==> src/hdl/assert_macros.svh <==
// Assertion macros used by the top level of the epipolar inlier scorer.
// Define ASSERT_OFF to compile every check away; no other dependencies.
`ifndef ASSERT_MACROS_SVH
`define ASSERT_MACROS_SVH
`ifndef ASSERT_OFF
// Consequent must hold in the same cycle as the antecedent.
`define EIS_ASSERT_IMP(lbl, clk, rstn, ante, cons) \
    lbl: assert property (@(posedge clk) disable iff (!rstn) (ante) |-> (cons)) \
        else $error("assertion failed");
// Consequent must hold in the cycle after the antecedent.
`define EIS_ASSERT_NXT(lbl, clk, rstn, ante, cons) \
    lbl: assert property (@(posedge clk) disable iff (!rstn) (ante) |=> (cons)) \
        else $error("assertion failed");
`else
`define EIS_ASSERT_IMP(lbl, clk, rstn, ante, cons)
`define EIS_ASSERT_NXT(lbl, clk, rstn, ante, cons)
`endif
`endif

==> src/hdl/eis_div.sv <==
// Pipelined restoring divider, one quotient bit per stage, with sideband.
// Depends on nothing; the numerator must be below den << Q_W.
module eis_div #(
    parameter int DEN_W  = 32,
    parameter int Q_W    = 16,
    parameter int SIDE_W = 1
) (
    input  logic                   i_clk,
    input  logic                   i_rst_n,
    input  logic                   i_en,
    input  logic                   i_valid,
    input  logic [DEN_W+Q_W-1:0]   i_num,
    input  logic [DEN_W-1:0]       i_den,
    input  logic [SIDE_W-1:0]      i_side,
    output logic                   o_valid,
    output logic [Q_W-1:0]         o_q,
    output logic [SIDE_W-1:0]      o_side
);
    localparam int W = DEN_W + Q_W;

    logic [W-1:0]      r_rem  [Q_W];
    logic [DEN_W-1:0]  r_den  [Q_W];
    logic [Q_W-1:0]    r_q    [Q_W];
    logic [SIDE_W-1:0] r_side [Q_W];
    logic [Q_W-1:0]    r_vld;

    logic [W-1:0]      src_rem  [Q_W];
    logic [DEN_W-1:0]  src_den  [Q_W];
    logic [Q_W-1:0]    src_q    [Q_W];
    logic [SIDE_W-1:0] src_side [Q_W];
    logic [Q_W-1:0]    src_vld;
    logic [W-1:0]      trial    [Q_W];
    logic [W-1:0]      n_rem    [Q_W];
    logic [Q_W-1:0]    n_q      [Q_W];

    always_comb begin
        for (int k = 0; k < Q_W; k++) begin
            if (k == 0) begin
                src_rem[k]  = i_num;
                src_den[k]  = i_den;
                src_q[k]    = '0;
                src_side[k] = i_side;
                src_vld[k]  = i_valid;
            end else begin
                src_rem[k]  = r_rem[k-1];
                src_den[k]  = r_den[k-1];
                src_q[k]    = r_q[k-1];
                src_side[k] = r_side[k-1];
                src_vld[k]  = r_vld[k-1];
            end
            // try the divisor at the weight of this stage's bit
            trial[k] = {{Q_W{1'b0}}, src_den[k]} << (Q_W - 1 - k);
            n_rem[k] = src_rem[k];
            n_q[k]   = src_q[k];
            if (src_rem[k] >= trial[k]) begin
                n_rem[k] = src_rem[k] - trial[k];
                n_q[k][Q_W-1-k] = 1'b1;
            end
        end
    end

    always_ff @(posedge i_clk) begin
        if (!i_rst_n) begin
            r_vld <= '0;
        end else if (i_en) begin
            r_vld <= src_vld;
        end
    end

    always_ff @(posedge i_clk) begin
        if (i_en) begin
            for (int k = 0; k < Q_W; k++) begin
                r_rem[k]  <= n_rem[k];
                r_den[k]  <= src_den[k];
                r_q[k]    <= n_q[k];
                r_side[k] <= src_side[k];
            end
        end
    end

    assign o_valid = r_vld[Q_W-1];
    assign o_q     = r_q[Q_W-1];
    assign o_side  = r_side[Q_W-1];
endmodule

==> config.mk <==
export PLATFORM = sky130hd
export DESIGN_NAME = eis_div
export DESIGN_NICKNAME = d
export VERILOG_FILES = /design/src/hdl/assert_macros.svh /design/src/hdl/eis_div.sv
export SDC_FILE = /design/constraint.sdc
export NUM_CORES = 2
export LEC_CHECK = 0
export BUFFER_PORTS_ARGS = -buffer_cell sky130_fd_sc_hd__buf_4
export CELL_PAD_IN_SITES_DETAIL_PLACEMENT = 0
export CELL_PAD_IN_SITES_GLOBAL_PLACEMENT = 1
export CORE_ASPECT_RATIO = 2
export CORE_UTILIZATION = 52
export CTS_CLUSTER_DIAMETER = 40
export DETAILED_ROUTE_END_ITERATION = 7
export GPL_TIMING_DRIVEN = 0
export HOLD_SLACK_MARGIN = 0.08
export PLACE_DENSITY_LB_ADDON = 0.1
export SYNTH_ARGS = -nofsm -noshare
export SYNTH_HDL_FRONTEND = slang
export SYNTH_SLANG_ARGS = --single-unit
==> constraint.sdc <==
create_clock -name i_clk -period 4.5 [get_ports i_clk]
set_input_delay 0.9 -clock i_clk [delete_from_list [all_inputs] [get_ports i_clk]]
set_output_delay 0.9 -clock i_clk [all_outputs]
set_load 0.01 [all_outputs]
Yosys cells after proc, flatten, opt, wreduce, memory -nomap -nowiden:

Memories as Yosys holds them, arrays and structs flattened.
Cells that the tools add are included.

* memories: 4
* RAM bits: 1552
* bits of input ports: 85
* register bits: 16
* output and inout port bits: 18
* word-level logic and storage cells: 71

Memory list
* r_rem: depth 16, width 48, rd ports 15, clocked after memory_dff 0, write ports 16, RTL line eis_div.sv:21 `logic [W-1:0] r_rem [Q_W];`
* r_den: depth 16, width 32, rd ports 15, clocked after memory_dff 0, write ports 16, RTL line eis_div.sv:22 `logic [DEN_W-1:0] r_den [Q_W];`
* r_q: depth 16, width 16, rd ports 16, clocked after memory_dff 0, write ports 16, RTL line eis_div.sv:23 `logic [Q_W-1:0] r_q [Q_W];`
* r_side: depth 16, width 1, rd ports 16, clocked after memory_dff 0, write ports 16, RTL line eis_div.sv:24 `logic [SIDE_W-1:0] r_side [Q_W];`

* order comparisons: 16
* muxes and demuxes: 34
* add/sub/neg operators: 16

Operators by type and width (count)
* $mux 48: 16
* $ge 48x32->1: 1
* $ge 48x33->1: 1
* $ge 48x34->1: 1
* $ge 48x35->1: 1
* $ge 48x36->1: 1
* $ge 48x37->1: 1
* $ge 48x38->1: 1
* $ge 48x39->1: 1
* $ge 48x40->1: 1
* $ge 48x41->1: 1
* $ge 48x42->1: 1
* $ge 48x43->1: 1
* $ge 48x44->1: 1
* $ge 48x45->1: 1
* $ge 48x46->1: 1
* $ge 48x47->1: 1
* $sub 48x32->48: 1
* $sub 48x33->48: 1
* $sub 48x34->48: 1
* $sub 48x35->48: 1
* $sub 48x36->48: 1
* $sub 48x37->48: 1
* $sub 48x38->48: 1
* other kinds (10): 27

Longest topological paths before layout:

An unclocked memory read counts as a cell.

* depth in word-level cells: 3
* gate-level depth with buffers: 16
* depth with buffers taken out: 15

Worst setup path after synthesis:

Ideal clock, no wire load.

* path type: input -> register
* from: input port i_den[7]
* to: memory r_rem[0][45] in the netlist's numbering, data pin
* buffers on the path: 0
* setup time: 0.260 ns
* data arrival time: 3.863 ns
* stages on the path: 12
* path slack: 0.378 ns
* required time: 4.240 ns
* cell sequence: inv_1 > ha_1 > a2111oi_0 > a211oi_1 > o41ai_2 > o31ai_1 > a221oi_1 > nor2b_1 > a311oi_1 > o21bai_1 > xor2_1 > mux2_2

RTL lines
* start: declaration: RTL line eis_div.sv:13 `input logic [DEN_W-1:0] i_den,`
* end: declaration: RTL line eis_div.sv:21

==> reports/results.tsv <==
metric	value	unit
# clock sinks	1368	
global route overflow	0	
leak pwr	33.9	nW
die area	149000	sq um
I/O Buffers	102	
most frequent cell after synthesis	edfxtp_1	
worst skew pair latency	810	ps
design area	85600	sq um
CP Capture Type	flop	
core area	146000	sq um
Area contributors post-synth	edfxtp_1 (53%), ha_1 (8.4%), a21oi_1 (4.0%)	
Clock Skew	63.4	ps
Synth area leader	edfxtp_1	
Crit Path Category	flop to flop	
met2 wire length	131	mm
crit path time final	4580	ps
nets	7891	
Die Height	544	microns
Compound-Gate Fraction of Synth Area	0.152	
initial antenna violation count	3	
layout cells sized above 1	0.0842	
Non-Filler Instances	9293	
Area Overhead vs Synth	12.0	%
vias in the first global route	58000	
Detail Route Antenna Nets	0	
Buf/Inv on CP	0	
violated checks	setup timing	
dominant synthesized flop cell	edfxtp_1	
RSZ-0062 raised after global routing	true	
EDFF count, synth	1352	
Worst Path Arrival	5110	ps
Yosys reg bits	1368	
clock slew at reported path FFs	70	ps
Post-Synthesis Cells	6994	
Hold Path Class	input pin to flop	
Seq/Total Area, Yosys	0.535	
yosys warns	0	
worst-path cell chain	ha_1, nor2b_1, o31ai_1, a211oi_1, nor2_1, o21ai_1, o21ai_0, o21ai_0, a221oi_1, o21a_1, o21ai_0, xnor2_1	
number of DRC markers in iteration 0	2216	
commonest cells in the netlist	edfxtp_1 (1,352), inv_1 (656), nand2_1 (613), a21oi_1 (607), o21ai_0 (548)	
Fin. Hold Viols	0	
vias per cell	5.77	
mapped cell area	76500	sq um
CP Launch Type	flop	
run status	finished, violations left	
async set-reset flop share out of synthesis	0	
Post-Place Cell Area	79900	sq um
Avg Cell Area, Syn	10.9	sq um
Synth Area in Adders	0.0877	
Critical Path Fanout Max	5	
max_cap viols	0	
worst path required time	5020	ps
Post-DP HPWL	172	mm
Yosys cell types	87	
DRC viols	0	
die width	273	microns
Post-Synth Simple-Gate Area	0.108	
worst r2r src	r_rem[0][203]	
total wire length	213	mm
worst slew pin tran	1300	ps
GPL Wtd Cong	0.913	
Clock Tree Buf Depth	4	
most used cell, CP	o21ai_0	
CP max stage cell	o21ai_0	
VDD IR max	0.364	mV
CP peak stage delay	620	ps
pin count of the biggest net entering global routing	203	
Crit path max-delay family	compound AO/OA/AOI/OAI gates	
Final Setup Violations	1	
boundary pin count	103	
Clock Tree Root	clkbuf_16	
H-tree levels	4	
Final WS setup	-83.9	ps
Num CTS Buffers	153	
cts hold-fix bufs	0	
final period utilization	1.02	
power per standard cell area	651	nW/um^2
utilization after layout	0.588	
routed vias	53700	
Pins Over Slew Limit	0	
drt wl/cell	22.9	microns
Power, Total	0.0558	W
1st-pass router iterations	6	
CTS tree	yes	
syn nets	7606	
XOR/XNOR Fraction of Synth Area	0.0616	
met1 wire length	50.3	mm
pre-CTS setup slack	-2140	ps
f_max	218	MHz
Initial Util	0.525	
main combinational cell family by area after synthesis	compound AO/OA/AOI/OAI gates	
top layer reached by signal wires	met4	
wire length on met3	4.06	mm
Synth top area share	0.531	
crit path launch	r_rem[0][203]	
relative slew slack	0.125	
worst hold start	i_side	
Core Rows	198	
mux contribution to synthesized area	0.0139	
first-pass GRT wire length	313	mm
Placed Cells	9010	
Global Route Usage Sum	0.286	
-- timing repair --
action / 4_1_cts / 5_1_grt
setup endpoints to repair: 594 / 168
buffers inserted: 16 / 0
pin swaps: 7 / 2
resized for setup: 158 / 57
-- cells in the final DEF (no fill, tap or decap), drive strengths merged, types with 37 or more instances in the layout --
cell type	netlist	layout
or3	37	37
xnor2	293	293
edfxtp	1352	1352
o21a	59	59
mux2	75	75
xor2	245	245
nand4	94	94
o31ai	43	43
a21oi	608	608
nor2b	90	90
nor4	68	68
nand2b	59	59
buf	15	145
clkbuf	161	342
a211oi	45	45
a31oi	47	47
clkinv	0	49
ha	512	512
nor2	391	391
and3	40	40
o21bai	75	75
o21ai	548	548
nand2	613	613
inv	656	669
nand3	103	103
nor3	93	93
a21o	269	269
-- sequential cells by signal, summed over array words and instances (netlist names) --
name,count
r_rem,720
r_vld,16
r_q,136
r_den,480
r_side,16
-- worst reg2reg max path: cells and delay by family, from the launching register on --
kind	cells	cell delay, ps
AO/OA/AOI/OAI	8	3110
flip-flops	1	430
AND/OR/NAND/NOR	2	360
adder cells (fa/ha/maj)	1	340
XOR/XNOR	1	90
-- cell families after synthesis --
kind of cell | count (synthesis)
fa+ha+maj | 527
flops | 1368
xor+xnor | 538
buf+inv | 832
compound gates | 1904
mux | 97
simple gates | 1728
-- layer usage --
layer  GRT usage  up-vias
li1            -    26200
met1       0.162    25600
met2       0.634     1126
met3      0.0257      767
met4       0.317        0
met5           0        -
-- final timing paths --
check                       end  slack (ps)  cells past startpoint
hold / removal     r_side[0][0]         260                      1
setup reg to reg  r_rem[0][285]         -80                     12
hold reg to reg      r_q[1][86]         410                      0
setup / recovery  r_rem[0][285]         -80                     12
-- report_power, final --
part / switching [W] / internal, W / leakage, nW / total [W]
Sequential: 0.00163 / 0.0183 / 13.2 / 0.0199
Clock: 0.00518 / 0.00712 / 2.38 / 0.0123
Combinational: 0.0143 / 0.00926 / 18.3 / 0.0235
Total: 0.0211 / 0.0347 / 33.9 / 0.0558
-- through the flow --
step	hold slack (ps)	TNS (ps)
floorplan	400	0
global placement	400	-
detailed placement	405	-504200
CTS	223	0
global route	229	-230
finish	263	-83.9
-- layout make-up --
cell class / count / area, sq um
Antenna cell: 2 / 5.00
Buffer: 174 / 796
Clock buffer: 182 / 4050
Clock inverter: 85 / 818
Fill cell: 12300 / 60100
Inverter: 656 / 2480
Multi-Input combinational cell: 4794 / 33000
Sequential cell: 1368 / 40900
Tap cell: 1900 / 2380
Timing Repair Buffer: 132 / 1160
No activity file was read; power rests on OpenSTA's default activity.
